[src/rtl/tsol_pkg.sv]
// Shared types and constants for the transpose self-organizing list.
package tsol_pkg;

   localparam int KEY_WIDTH        = 8;
   localparam int STATUS_WIDTH     = 2;
   localparam int POSITION_WIDTH   = 4;
   localparam int TOTAL_WIDTH      = 5;
   localparam int DEFAULT_CAPACITY = 16;
   localparam int DEFAULT_KEY_BITS = 8;

   typedef enum logic [STATUS_WIDTH-1:0] {
      ST_MOVED    = 2'd0,
      ST_FIRST    = 2'd1,
      ST_APPENDED = 2'd2,
      ST_DROPPED  = 2'd3
   } status_type;

   // Per-cell load command for one update.
   typedef struct packed {
      logic load_key;
      logic load_prev;
   } cell_cmd_type;

   // Summary of the match row.
   typedef struct packed {
      logic                      hit;
      logic                      first;
      logic [POSITION_WIDTH-1:0] index;
   } hit_info_type;

endpackage

[src/rtl/tsol_req_if.sv]
// Request channel: one key per handshake.
interface tsol_req_if import tsol_pkg::*; ();
   logic                 valid;
   logic                 ready;
   logic [KEY_WIDTH-1:0] key;

   modport source (output valid, output key, input ready);
   modport sink   (input valid, input key, output ready);
endinterface

[src/rtl/tsol_rsp_if.sv]
// Response channel: status, position and entry total per request.
interface tsol_rsp_if import tsol_pkg::*; ();
   logic                      valid;
   logic                      ready;
   status_type                status;
   logic [POSITION_WIDTH-1:0] position;
   logic [TOTAL_WIDTH-1:0]    entry_total;

   modport source (output valid, output status, output position, output entry_total,
                   input ready);
   modport sink   (input valid, input status, input position, input entry_total,
                   output ready);
endinterface

[src/rtl/tsol_cell.sv]
// One list cell: holds an entry, compares it with the key, loads from key or neighbor.
module tsol_cell import tsol_pkg::*; #(
   parameter int KEY_BITS = DEFAULT_KEY_BITS
) (
   input  logic                clock,
   input  logic [KEY_BITS-1:0] key,
   input  logic [KEY_BITS-1:0] prev_entry,
   input  logic                in_range,
   input  cell_cmd_type        cmd,
   output logic [KEY_BITS-1:0] entry,
   output logic                match
);

   logic [KEY_BITS-1:0] entry_ff;
   logic [KEY_BITS-1:0] entry_in;

   assign match = in_range && (entry_ff == key);
   assign entry = entry_ff;

   always_comb begin
      if (cmd.load_key) begin
         entry_in = key;
      end else if (cmd.load_prev) begin
         entry_in = prev_entry;
      end else begin
         entry_in = entry_ff;
      end
   end

   always_ff @(posedge clock) begin
      entry_ff <= entry_in;
   end

endmodule

[src/rtl/tsol_match_reduce.sv]
// Collapse the one-hot match row into hit, head-hit and low index bits.
module tsol_match_reduce import tsol_pkg::*; #(
   parameter int CAPACITY = DEFAULT_CAPACITY
) (
   input  logic [CAPACITY-1:0] match,
   output hit_info_type        info
);

   logic [POSITION_WIDTH-1:0] index;

   // Entries below the count are unique, so at most one bit is set.
   always_comb begin
      index = '0;
      for (int i = 0; i < CAPACITY; i++) begin
         if (match[i]) begin
            index = index | POSITION_WIDTH'(i);
         end
      end
   end

   assign info.hit   = |match;
   assign info.first = match[0];
   assign info.index = index;

endmodule

[src/rtl/transpose_self_organizing_list.sv]
// Self-organizing list (transpose heuristic) built as a row of compare-and-swap cells.
// A response is registered and appears in the cycle after its request is taken.
// Throughput: one request per cycle while the response side keeps up; the cell row compares, swaps or appends.
// A waiting response does not block the next request while the response side takes it.
// Reset (synchronous, active high) clears the entry count and the response valid;
// the cell contents are not cleared and are only read below the count.
module transpose_self_organizing_list import tsol_pkg::*; #(
   parameter int CAPACITY = DEFAULT_CAPACITY,
   parameter int KEY_BITS = DEFAULT_KEY_BITS
) (
   input  logic       clock,
   input  logic       reset,
   tsol_req_if.sink   req_ch,
   tsol_rsp_if.source rsp_ch
);

   localparam int CNT_W = $clog2(CAPACITY + 1);

   logic [CNT_W-1:0]    count_ff;
   logic [CNT_W-1:0]    count_in;
   logic                rsp_valid_ff;
   logic                rsp_valid_in;
   status_type          status_ff;
   status_type          status_in;
   logic [POSITION_WIDTH-1:0] position_ff;
   logic [POSITION_WIDTH-1:0] position_in;
   logic [TOTAL_WIDTH-1:0]    total_ff;
   logic [TOTAL_WIDTH-1:0]    total_in;

   logic                fire;
   logic                full;
   logic                do_append;
   logic [KEY_BITS-1:0] key;
   logic [KEY_BITS-1:0] entry [CAPACITY];
   logic [CAPACITY-1:0] match;
   logic [CAPACITY-1:0] in_range;
   cell_cmd_type        cmd [CAPACITY];
   hit_info_type        info;

   // Take a new request whenever the response register is empty or draining.
   assign req_ch.ready = !rsp_valid_ff || rsp_ch.ready;
   assign fire         = req_ch.valid && req_ch.ready;

   // Fit the key field to the stored key width.
   assign key = KEY_BITS'(req_ch.key);

   assign full      = (count_ff == CNT_W'(CAPACITY));
   assign do_append = !info.hit && !full;

   // Cell row: each cell sees its left neighbor's entry and its right neighbor's match.
   for (genvar i = 0; i < CAPACITY; i++) begin : g_cell
      logic [KEY_BITS-1:0] prev_entry;
      logic                next_match;

      if (i == 0) begin : g_head
         assign prev_entry = entry[0];
      end else begin : g_body
         assign prev_entry = entry[i-1];
      end

      if (i == CAPACITY - 1) begin : g_tail
         assign next_match = 1'b0;
      end else begin : g_inner
         assign next_match = match[i+1];
      end

      assign in_range[i] = CNT_W'(i) < count_ff;

      // A hit one place down moves the key here; a hit here pulls the left entry down.
      // The head cell never moves on its own hit.
      assign cmd[i].load_key  = fire && (next_match ||
                                         (do_append && (count_ff == CNT_W'(i))));
      assign cmd[i].load_prev = fire && match[i] && (i != 0);

      tsol_cell #(
         .KEY_BITS (KEY_BITS)
      ) u_cell (
         .clock      (clock),
         .key        (key),
         .prev_entry (prev_entry),
         .in_range   (in_range[i]),
         .cmd        (cmd[i]),
         .entry      (entry[i]),
         .match      (match[i])
      );
   end

   tsol_match_reduce #(
      .CAPACITY (CAPACITY)
   ) u_reduce (
      .match (match),
      .info  (info)
   );

   // Response fields and count update for the request being taken.
   always_comb begin
      count_in    = count_ff;
      status_in   = status_ff;
      position_in = position_ff;
      total_in    = total_ff;
      if (fire) begin
         if (info.hit && info.first) begin
            status_in   = ST_FIRST;
            position_in = '0;
         end else if (info.hit) begin
            // Index is kept modulo the field width, so subtract there.
            status_in   = ST_MOVED;
            position_in = info.index - POSITION_WIDTH'(1);
         end else if (full) begin
            status_in   = ST_DROPPED;
            position_in = '0;
         end else begin
            status_in   = ST_APPENDED;
            position_in = POSITION_WIDTH'(count_ff);
            count_in    = count_ff + CNT_W'(1);
         end
         total_in = TOTAL_WIDTH'(count_in);
      end
   end

   // Hold the response until taken; load it on every accepted request.
   always_comb begin
      if (fire) begin
         rsp_valid_in = 1'b1;
      end else if (rsp_ch.ready) begin
         rsp_valid_in = 1'b0;
      end else begin
         rsp_valid_in = rsp_valid_ff;
      end
   end

   always_ff @(posedge clock) begin
      if (reset) begin
         count_ff     <= '0;
         rsp_valid_ff <= 1'b0;
      end else begin
         count_ff     <= count_in;
         rsp_valid_ff <= rsp_valid_in;
      end
   end

   always_ff @(posedge clock) begin
      status_ff   <= status_in;
      position_ff <= position_in;
      total_ff    <= total_in;
   end

   assign rsp_ch.valid       = rsp_valid_ff;
   assign rsp_ch.status      = status_ff;
   assign rsp_ch.position    = position_ff;
   assign rsp_ch.entry_total = total_ff;

endmodule

[src/flat_wrapper.sv]
// flat-port wrapper written by rule: the top's interface ports become plain ports
module transpose_self_organizing_list_flat import tsol_pkg::*;
#(
   parameter int CAPACITY = DEFAULT_CAPACITY,
   parameter int KEY_BITS = DEFAULT_KEY_BITS
)
  (clock, reset, req_ch_valid, req_ch_key, req_ch_ready, rsp_ch_valid, rsp_ch_status, rsp_ch_position, rsp_ch_entry_total, rsp_ch_ready);
  tsol_req_if req_ch_i ();
  tsol_rsp_if rsp_ch_i ();
  input  logic clock;
  input  logic reset;
  input wire logic [$bits(req_ch_i.valid)-1:0] req_ch_valid;
  input wire logic [$bits(req_ch_i.key)-1:0] req_ch_key;
  output wire logic [$bits(req_ch_i.ready)-1:0] req_ch_ready;
  output wire logic [$bits(rsp_ch_i.valid)-1:0] rsp_ch_valid;
  output wire logic [$bits(rsp_ch_i.status)-1:0] rsp_ch_status;
  output wire logic [$bits(rsp_ch_i.position)-1:0] rsp_ch_position;
  output wire logic [$bits(rsp_ch_i.entry_total)-1:0] rsp_ch_entry_total;
  input wire logic [$bits(rsp_ch_i.ready)-1:0] rsp_ch_ready;
  assign req_ch_i.valid = req_ch_valid;
  assign req_ch_i.key = req_ch_key;
  assign req_ch_ready = req_ch_i.ready;
  assign rsp_ch_valid = rsp_ch_i.valid;
  assign rsp_ch_status = rsp_ch_i.status;
  assign rsp_ch_position = rsp_ch_i.position;
  assign rsp_ch_entry_total = rsp_ch_i.entry_total;
  assign rsp_ch_i.ready = rsp_ch_ready;
  transpose_self_organizing_list #(.CAPACITY(CAPACITY), .KEY_BITS(KEY_BITS)) u_core (.clock(clock), .reset(reset), .req_ch(req_ch_i), .rsp_ch(rsp_ch_i));
endmodule
[config.mk]
export PLATFORM = sky130hd
export DESIGN_NAME = transpose_self_organizing_list_flat
export DESIGN_NICKNAME = d
export VERILOG_FILES = /design/src/rtl/tsol_pkg.sv /design/src/rtl/tsol_req_if.sv /design/src/rtl/tsol_rsp_if.sv /design/src/rtl/tsol_cell.sv /design/src/rtl/tsol_match_reduce.sv /design/src/rtl/transpose_self_organizing_list.sv /design/src/flat_wrapper.sv
export SDC_FILE = /design/constraint.sdc
export NUM_CORES = 1
export LEC_CHECK = 0
export BUFFER_PORTS_ARGS = -buffer_cell sky130_fd_sc_hd__buf_2
export CAP_MARGIN = 10
export CORE_MARGIN = 5
export CORE_UTILIZATION = 45
export DETAILED_ROUTE_END_ITERATION = 7
export GPL_TIMING_DRIVEN = 0
export PLACE_DENSITY_LB_ADDON = 0.05
export SLEW_MARGIN = 20
export SYNTH_ARGS = -nofsm -noshare
export SYNTH_HDL_FRONTEND = slang
export SYNTH_HIERARCHICAL = 1
export SYNTH_SLANG_ARGS = --single-unit
[constraint.sdc]
create_clock -name clock -period 4 [get_ports clock]
set_input_delay 0.2 -clock clock [delete_from_list [all_inputs] [get_ports clock]]
set_output_delay 0.2 -clock clock [all_outputs]
set_load 0.05 [all_outputs]
Word level (Yosys, flattened, before mapping)
Cells that the tools add are included.

storage, ports and cells
  flip-flop bits (word level) = 145
  bits of input ports = 12
  output and inout port bits = 13
  logic and storage cells = 230

cells by class
  add/subtract/negate cells = 2
  magnitude comparators = 16
  equal/unequal tests = 32
  mux-type cells = 54
  reductions and logical operators = 104

operators by type and width
  cell                                                       number
  2-to-1 mux 8 bit                                           30
  == test 8 bit                                              16
  logical AND 1 bit                                          66
  == test 5 x 4 -> 1 bit, second input constant              8
  less-than comparator 4 x 5 -> 1 bit, first input constant  8
  2-to-1 mux 4 bit                                           10
  nonzero test 2 bit                                         16
  == test 5 x 3 -> 1 bit, second input constant              4
  less-than comparator 3 x 5 -> 1 bit, first input constant  4
  OR reduction 17 bit                                        1
  logical OR 1 bit                                           16
  OR reduction 16 bit                                        1
  2-to-1 mux 5 bit                                           3
  2-to-1 mux 3 bit                                           4
  == test 5 x 2 -> 1 bit, second input constant              2
  less-than comparator 1 x 5 -> 1 bit, first input constant  2
  less-than comparator 2 x 5 -> 1 bit, first input constant  2
  adder 5 x 1 -> 5 bit, second input constant                1
  == test 5 x 1 -> 1 bit, second input constant              1
  == test 5 bit, second input constant                       1
  zero test 5 bit                                            1
  2-to-1 mux 1 bit                                           5
  2-to-1 mux 2 bit                                           2
  subtractor 4 x 1 -> 4 bit, second input constant           1
  zero test 1 bit                                            3

Logic depth before layout (Yosys ltp)
Gate-level depths: netlist of the first run.

  word-level depth = 19
  mapped depth = 15
  mapped depth without buffers = 11

Modules after synthesis
Netlist of the first run, hierarchy kept.

modules (own cells, without submodules)
  module                          instances  cells an instance  area an instance (um^2)  sequential area each (um^2)
  tsol_cell                       16         30                 473.0                    240.2
  transpose_self_organizing_list  1          163                1,328.8                  450.4
  tsol_match_reduce               1          14                 85.1                     0.0

Worst setup path before layout of the first run
OpenSTA, ideal clock, no wires.

  path kind = reg2reg
  start = reg u_core.count_ff[2]
  end = reg u_core.g_cell[15].u_cell.entry_ff[0] (enable)
  setup time = 330 ps
  arrival time = 2,825 ps
  required time = 3,670 ps
  path slack = 845 ps
  stages on the path, launching flop included = 14
  path buffers = 4
  period minus slack after synthesis = 3,155 ps
  path through = dfxtp_1 buf_4 or3_1 nand2b_1 nand2_1 nor3_2 nor4_1 nand4_1 buf_4 nor2_1 buf_2 nor4b_1 buf_6 or2_1

RTL lines
  element                 line                                   text
  start, declared         transpose_self_organizing_list.sv:19   logic [CNT_W-1:0] count_ff;
  start signal, assigned  transpose_self_organizing_list.sv:137  count_ff <= count_in;
  end signal, assigned    tsol_cell.sv:31                        entry_ff <= entry_in;
  end, declared           tsol_cell.sv:14                        logic [KEY_BITS-1:0] entry_ff;

==> results of run 1 <==
## synth_stat cells, types with 2 or more instances
cell type  instances  area (sq um)
nor3_2            16           160
nor2_1            20          75.1
edfxtp_1         139          4170
buf_4              4          30.0
and3_1            15          93.8
o21bai_1           3          22.5
ha_1               5          62.6
nand2_1           32           120
inv_1              9          33.8
nand4_1           17           106
nand2b_1           6          37.5
nor3_1             3          15.0
mux2_2             2          22.5
dfxtp_1            6           120
a41oi_1            5          43.8
xnor2_1          132          1160
a211oi_1           2          15.0
buf_6             16           180
nand4b_1           2          17.5
or2_1             16           100
o31ai_1            4          30.0
o21ai_0            5          25.0
clkbuf_1           5          18.8
a21oi_1            7          35.0
or4_1              2          15.0
inv_2              2          7.51
nand3_1           17          85.1
nor4_1             8          50.1
o2bb2ai_1          2          17.5
a31oi_1            7          43.8
buf_2              6          30.0
mux2_4           128          1920
## metal layers
layer,vias to the layer above,share of wire [%],track usage (%)
met5,-,0,0
met4,0,1.2,5.67
met3,18,2.7,3.35
met2,78,53,29.7
met1,2609,44,19.9
li1,2491,-,-
## final timing paths
path | to | slack [ns] | cells after the start
setup / recovery | u_core/g_cell[7].u_cell/entry[2]$_DFFE_PP_ | 0.31 | 14
hold / removal | u_core/count_ff[3]$_SDFFE_PP0P_ | 0.03 | 2
setup reg to reg | u_core/g_cell[7].u_cell/entry[2]$_DFFE_PP_ | 0.31 | 14
hold reg to reg | u_core/g_cell[7].u_cell/entry[1]$_DFFE_PP_ | 0.60 | 1
## registers in the layout, summed over array words and instances, names as in the netlist
signal	cells
u_core/rsp_ch.valid	1
u_core/rsp_ch.position	4
u_core/rsp_ch.entry_total	5
u_core/count_ff	5
u_core/g_cell.u_cell/entry	128
u_core/rsp_ch.status	2
## power groups by stage
stage | logic (mW) | clock network, mW | registers, mW
2_1_floorplan | 0.238 | 0 | 1.78
3_3_place_gp | 0.374 | 0 | 1.76
3_5_place_dp | 0.378 | 0 | 1.76
4_1_cts | 0.381 | 1.54 | 1.73
5_1_grt | 0.411 | 1.61 | 1.73
6_report | 0.377 | 1.50 | 1.73
## logic make-up (layout without fill, tap and decap cells)
logic type / after synthesis / after routing / synth area share (%)
AOI/OAI and AO/OA: 38 / 38 / 2.84
xor gates and xnor gates: 132 / 132 / 12.9
adders and majority gates: 5 / 5 / 0.697
buffers and inverters: 42 / 96 / 3.34
DFF: 145 / 145 / 47.8
muxes: 130 / 130 / 21.6
other: 1 / 1 / 0.0418
and+or+nand+nor: 164 / 164 / 10.7
## cells in the final DEF (no fill, tap or decap), types with 5 or more instances in the layout
cell type and count:
a21oi_1 7, a31oi_1 7, a41oi_1 5, and3_1 15, buf_2 29, buf_6 16, clkbuf_16 17, clkinv_2 5
dfxtp_1 6, edfxtp_1 139, ha_1 5, inv_1 9, mux2_4 128, nand2_1 32, nand2b_1 6, nand3_1 17
nand4_1 17, nor2_1 20, nor3_2 16, nor4_1 8, o21ai_0 5, or2_4 13, xnor2_1 132
## timing repair
item                                    4_1_cts  5_1_grt
endpoints found under the setup margin        0      133
gates resized for setup                       0       16
hold endpoints to repair                      0        0
## through the flow
step	worst slack, ns	hold WS [ns]	area (sq um)
2_1_floorplan	0.845	0.269	8980
3_3_place_gp	0.0564	0.453	9430
3_5_place_dp	0.0395	0.456	9430
4_1_cts	0.0374	0.00894	9980
5_1_grt	0.00219	0.0214	10000
6_report	0.314	0.0275	10000
## final cells by class
class	instances	area (sq um)	area share (%)
repair buffers	23	115	1.15
inverters	11	41.3	0.412
multi-input cells	470	4430	44.2
well taps	265	332	3.31
flip-flops and latches	145	4290	42.9
clock inverters	14	124	1.24
plain buffers	31	260	2.60
clock buffers	17	425	4.25
==> flow_summary.toml, run 1 <==
[worst_setup_path]
endpoint_kind = "flip-flop"
crit_arrival_ns = 3.76
criticalPathCategory = "flip-flop to flip-flop"
crit_family = "simple AND/OR/NAND/NOR gates"
startpoint = "u_core/count_ff[4]$_SDFFE_PP0P_"
critical_path.slowest_cell = "nor4b_2"
worst_path_largest_cell_delay_ns = 0.39
cp_max_fo = 10
crit_chain = "clkbuf_1 > clkbuf_2 > nor2_1 > nand2_1 > nand2_1 > nor3_2 > nor4_1 > nand4_1 > buf_4 > nor4b_2 > a21oi_1 > nor2_1 > buf_6 > or2_1"
worst-endpoint-required_ns = 4.08
crit_buf_inv = 4
rr_startpoint = "u_core/count_ff[4]$_SDFFE_PP0P_"
start_kind = "flip-flop"

[detailed_routing]
viasPerCell = 5.32
drtPass1Iterations = 4
num_vias = 5196
drt_wl_total_mm = 18.0
route.detailed.drc = 0
routedWlPerCell_microns = 18.5
detail_route.iter0.violations = 284
antenna_left = 0

[synthesis]
synth.distinct_cells = 46
synth_edf_count = 139
syn-cell-area_sq_um = 8980
synth.avg_cell_area_sq_um = 13.7
synthArstFlopShare_pct = 0
syn_nets = 674
yosys_register_bits = 145
synthFlopType = "edfxtp_1"
yosysSeqAreaShare_pct = 47.8
synth-warning-count = 6
syn-instance-count = 657

[timing]
finalSetupViolCount = 0
finalCritPeriodShare_pct = 92.2
fin_skew_ns = 0.0176
fmax_ghz = 0.271
maxSlewViolCount = 0
max_slew_margin_pct = 41.9
rsz0062_at_grt = "false"
fin_setup_tns_ns = 0
fin_crit_ns = 3.69
tightestPinTransition_ns = 0.871
hold_viol_final = 0

[placed_design]
placedCellCount = 945
finalWeightedCongestion = 0.827
port-buffer-count = 23
dp_hpwl_mm = 12.6

[global_route]
grt_overflow = 0
antenna_found_initial = 0
grt_max_degree = 33
grt_usage_pct = 16.6
grt_pass1_wl_mm = 29.6
grt_pass1_vias = 5523

[power]
swShare_pct = 23.3
power_frac_seq_pct = 47.9
p_leak_nw = 3.52
p_comb_share_pct = 10.5
ir_drop_mv = 0.280
power.total_mw = 3.60
clkPwrFrac_pct = 41.6
p_per_area_nw_per_um2 = 359
p_switching_uw = 837
p_int_mw = 2.76

[floorplanning]
die_area_sq_um = 22900
initial_core_util_pct = 46.0
core_area_sq_um = 19500
fp.dieH_microns = 151
io_pins = 25
fp.dieW_microns = 151
rows = 51

[cts]
cts_tree = "built"
cts.hold.buffers_added = 0
ctsHtreeMaxLevel = 4
root_buffer = "clkbuf_16"
cts.clk_slew.worst_paths_ns = 0.06
numClockSinks = 145
cts_buffers = 17
clk_latency_ns = 0.42
post-cts-setup-buffers = 0
clk_path_buf_depth = 2

[finish]
diodes = 0
stdcell_count = 976
post-route-util_pct = 51.3
nets = 716
layout-drive-gt1-share_pct = 34.2
syn_to_final_growth_pct = 11.5
num-fill-cells = 1717

[status]
status = "finished, final reports clean"

[min_path]
hp-class = "primary input to flip-flop"
hp-start = "reset"

[run]
maxCapViolCount = 0
Power figures use the tool's default switching activity.
==> run 2: changes to the inputs <==
Settings changed: ABC_AREA set to 1, RECOVER_POWER set to 25.
==> run 2 against run 1 <==
First-iteration DRC count up 81%. Clock power grew 17%. Routed wire length up 30%. Sequential power about the same. Via count increased by 49%. Flip-flop and latch count stayed put. Largest cell class is now sequential cells. Design area increased by 2.9%. Combinational power is 24% higher. Synthesized cell count grew 95%. Highest routed layer unchanged. Core utilization shrank 0.37 points. Critical endpoint is now u_core/g_cell[6].u_cell/entry[2]$_DFFE_PP_. Worst setup slack lost 0.053 ns.
==> flow_summary.toml, run 2 <==
[synthesis]
synth_top_family_by_area = "simple AND/OR/NAND/NOR gates"
synthAdderAreaFrac_pct = 0.678
synthFlopType = "edfxtp_1"
syn_nets = 1299
syn-instance-count = 1282
synthMostInstantiatedCell = "nand2_1"
yosys.area.top_type = "edfxtp_1"
synth_simple_gate_area_share_pct = 29.3
synth-warning-count = 6
yosysSeqAreaShare_pct = 46.6
synth_edf_count = 139
synthTopCellsByArea = "edfxtp_1 (45%), nand2_1 (20%), inv_1 (6.6%), o21ai_1 (5.6%), nor2_1 (5.0%)"
synth_xor_area_share_pct = 1.61
synth.avg_cell_area_sq_um = 7.19
yosys_register_bits = 145
muxShareOfSynthArea_pct = 0
synth_top_area_share_pct = 45.3
synthArstFlopShare_pct = 0
synth.distinct_cells = 28
synth_common_cells = "nand2_1 (486), inv_1 (162), edfxtp_1 (139), nor2_1 (124), o21ai_1 (104)"
syn-cell-area_sq_um = 9220
synth_compound_area_share_pct = 9.78

[finish]
final_cell_mix = "nand2_1 (486), inv_1 (163), edfxtp_1 (139), nor2_1 (124), o21ai_1 (98)"
stdcell_count = 1609
design_area_sq_um = 10300
num-fill-cells = 2033
diodes = 0
syn_to_final_growth_pct = 11.8
layout-drive-gt1-share_pct = 11.9
nets = 1343
post-route-util_pct = 50.9
final_common_cell = "nand2_1"
largest_reg_flops = 128

[cts]
cts.clk_slew.worst_paths_ns = 0.06
numClockSinks = 145
root_buffer = "clkbuf_16"
post-cts-setup-buffers = 0
clk_path_buf_depth = 2
ctsHtreeMaxLevel = 4
cts_buffers = 17
cts_tree = "built"
clk_latency_ns = 0.42

[power]
power.total_mw = 3.97
p_int_mw = 2.96
swShare_pct = 25.4
p_comb_share_pct = 11.8
p_leak_nw = 5.09
p_per_area_nw_per_um2 = 385
clkPwrFrac_pct = 44.0
p_switching_mw = 1.01
ir_drop_mv = 0.256
power_frac_seq_pct = 44.2

[detailed_routing]
detail_route.iter0.violations = 514
antenna_left = 0
viasPerCell = 4.82
route.detailed.drc = 0
routedWlPerCell_microns = 14.6
drtPass1Iterations = 5
drt_wl_total_mm = 23.5
num_vias = 7750

[worst_setup_path]
rr_worst_depth = 22
endpoint_kind = "flip-flop"
worst_path_largest_cell_delay_ns = 0.44
worst-endpoint-required_ns = 4.16
crit_arrival_ns = 3.90
criticalPathCategory = "flip-flop to flip-flop"
start_kind = "flip-flop"
r2r-end = "u_core/g_cell[6].u_cell/entry[2]$_DFFE_PP_"
critical_path.slowest_cell = "dfxtp_1"
crit_family = "simple AND/OR/NAND/NOR gates"
crit_chain = "nor2_2 > inv_2 > nor2_4 > inv_1 > o21ai_0 > inv_1 > o21ai_1 > nor2_1 > nand2_1 > nor2_1 > nor2_1 > nand2_1 > nor2_1 > nand2_1 > inv_2 > buf_2 > nand3_1 > o21ai_1 > inv_2 > buf_6 > nand2_1 > o21ai_0"
crit_buf_inv = 7
rr_startpoint = "u_core/count_ff[4]$_SDFFE_PP0P_"
regToRegSetupSlack_ns = 0.26
cp_max_fo = 10

[timing]
fin_crit_ns = 3.74
fin_skew_ns = 0.0135
hold_viol_final = 0
fmax_ghz = 0.267
tightestPinTransition_ns = 1.16
finalSetupViolCount = 0
rsz0062_at_grt = "false"
finalCritPeriodShare_pct = 93.5
fin_setup_tns_ns = 0
maxSlewViolCount = 0
max_slew_margin_pct = 22.9

[placed_design]
placedCellCount = 1576
finalWeightedCongestion = 0.956
dp_hpwl_mm = 17.3
dpl-instance-area_sq_um = 9680
port-buffer-count = 24

[global_route]
antenna_found_initial = 0
grt_pass1_wl_mm = 37.7
grt_overflow = 0
grt_max_degree = 33
grt_usage_pct = 20.1
grt_pass1_vias = 7150

[min_path]
hp-start = "req_ch_valid"
hold_end = "u_core/rsp_ch.valid$_SDFFE_PP0P_"
min_path_cells = 3
hp-class = "primary input to flip-flop"

[run]
maxCapViolCount = 0

[floorplanning]
die_area_sq_um = 23500
rows = 52
initial_core_util_pct = 45.6
core_area_sq_um = 20200
io_pins = 25
fp.dieH_microns = 153
fp.dieW_microns = 153

[status]
status = "finished, final reports clean"
-- run 2: cell types whose count changed in the layout (fill, tap and decap cells not counted), sizes merged, moves of 18 or more --
cell and change:
nand2 +456, nor2 +113, inv +225, buf -18
mux2 -130, nor3 -18, xnor2 -115, o21ai +156
-- run 2: metrics by stage --
stage,worst slack [ns],hold slack [ns]
after floorplan,1.31,0.269
after global placement,0.391,0.436
after detailed placement,0.341,0.446
after CTS,0.331,0.0445
after global routing,0.00260,0.0645
final,0.261,0.0594
-- run 2: power by group through the flow --
stage / clock (mW) / sequential [mW] / combinational, mW
final: 1.75 / 1.76 / 0.468
after global routing: 1.84 / 1.76 / 0.530
after CTS: 1.78 / 1.76 / 0.475
after detailed placement: 0 / 1.79 / 0.472
after global placement: 0 / 1.79 / 0.468
after floorplan: 0 / 1.81 / 0.290
-- run 2: worst max-delay path by stage --
stage	startpoint	end	slack (ns)	cells after the start
after floorplan	u_core/count_ff[3]$_SDFFE_PP0P_	u_core/g_cell[2].u_cell/entry[0]$_DFFE_PP_	1.31	21
after global placement	req_ch_key[7]	u_core/g_cell[9].u_cell/entry[2]$_DFFE_PP_	0.39	18
after detailed placement	u_core/count_ff[4]$_SDFFE_PP0P_	u_core/g_cell[6].u_cell/entry[2]$_DFFE_PP_	0.34	22
after CTS	u_core/count_ff[4]$_SDFFE_PP0P_	u_core/g_cell[6].u_cell/entry[2]$_DFFE_PP_	0.33	22
after global routing	u_core/count_ff[4]$_SDFFE_PP0P_	u_core/g_cell[0].u_cell/entry[0]$_DFFE_PP_	0.003	22
final	u_core/count_ff[4]$_SDFFE_PP0P_	u_core/g_cell[6].u_cell/entry[2]$_DFFE_PP_	0.26	22
-- run 2: cell families (layout without fill, tap and decap cells) --
| family | Yosys count | count (layout) |
|---|---|---|
| AO/OA/AOI/OAI | 178 | 178 |
| XOR/XNOR | 17 | 17 |
| AND/OR/NAND/NOR | 679 | 679 |
| other | 1 | 1 |
| buffers and inverters | 257 | 314 |
| flip-flops | 145 | 145 |
| adder cells (fa/ha/maj) | 5 | 5 |
-- run 2: layout make-up --
class	instances	area [sq um]	share of cell area, %
tap	270	338	3.28
clock inverter	13	209	2.03
inverter	234	878	8.52
multi-input combinational	880	3820	37.1
buffer	23	218	2.11
clock buffer	19	433	4.20
timing repair buffer	25	113	1.09
sequential	145	4290	41.7
-- run 2: routing by layer --
layer	wire length, microns	GRT usage [%]
met3	1120	4.04
met4	330	4.67
met2	10700	32.3
met1	11400	28.3
met5	0	0
-- run 2: what timing repair did --
item,4_1_cts,5_1_grt
endpoints found under the hold margin,1,0
hold buffers,1,0
gates resized for setup,0,0
-- run 2: worst reg2reg max path, stage by stage (launching register included) --
cell,delay [ns]
dfxtp_1,0.44
nor2_2,0.34
inv_2,0.15
nor2_4,0.13
inv_1,0.06
o21ai_0,0.09
inv_1,0.08
o21ai_1,0.07
nor2_1,0.06
nand2_1,0.05
nor2_1,0.09
nor2_1,0.16
nand2_1,0.07
nor2_1,0.09
nand2_1,0.20
inv_2,0.17
buf_2,0.23
nand3_1,0.20
o21ai_1,0.35
inv_2,0.14
buf_6,0.17
nand2_1,0.07
o21ai_0,0.08
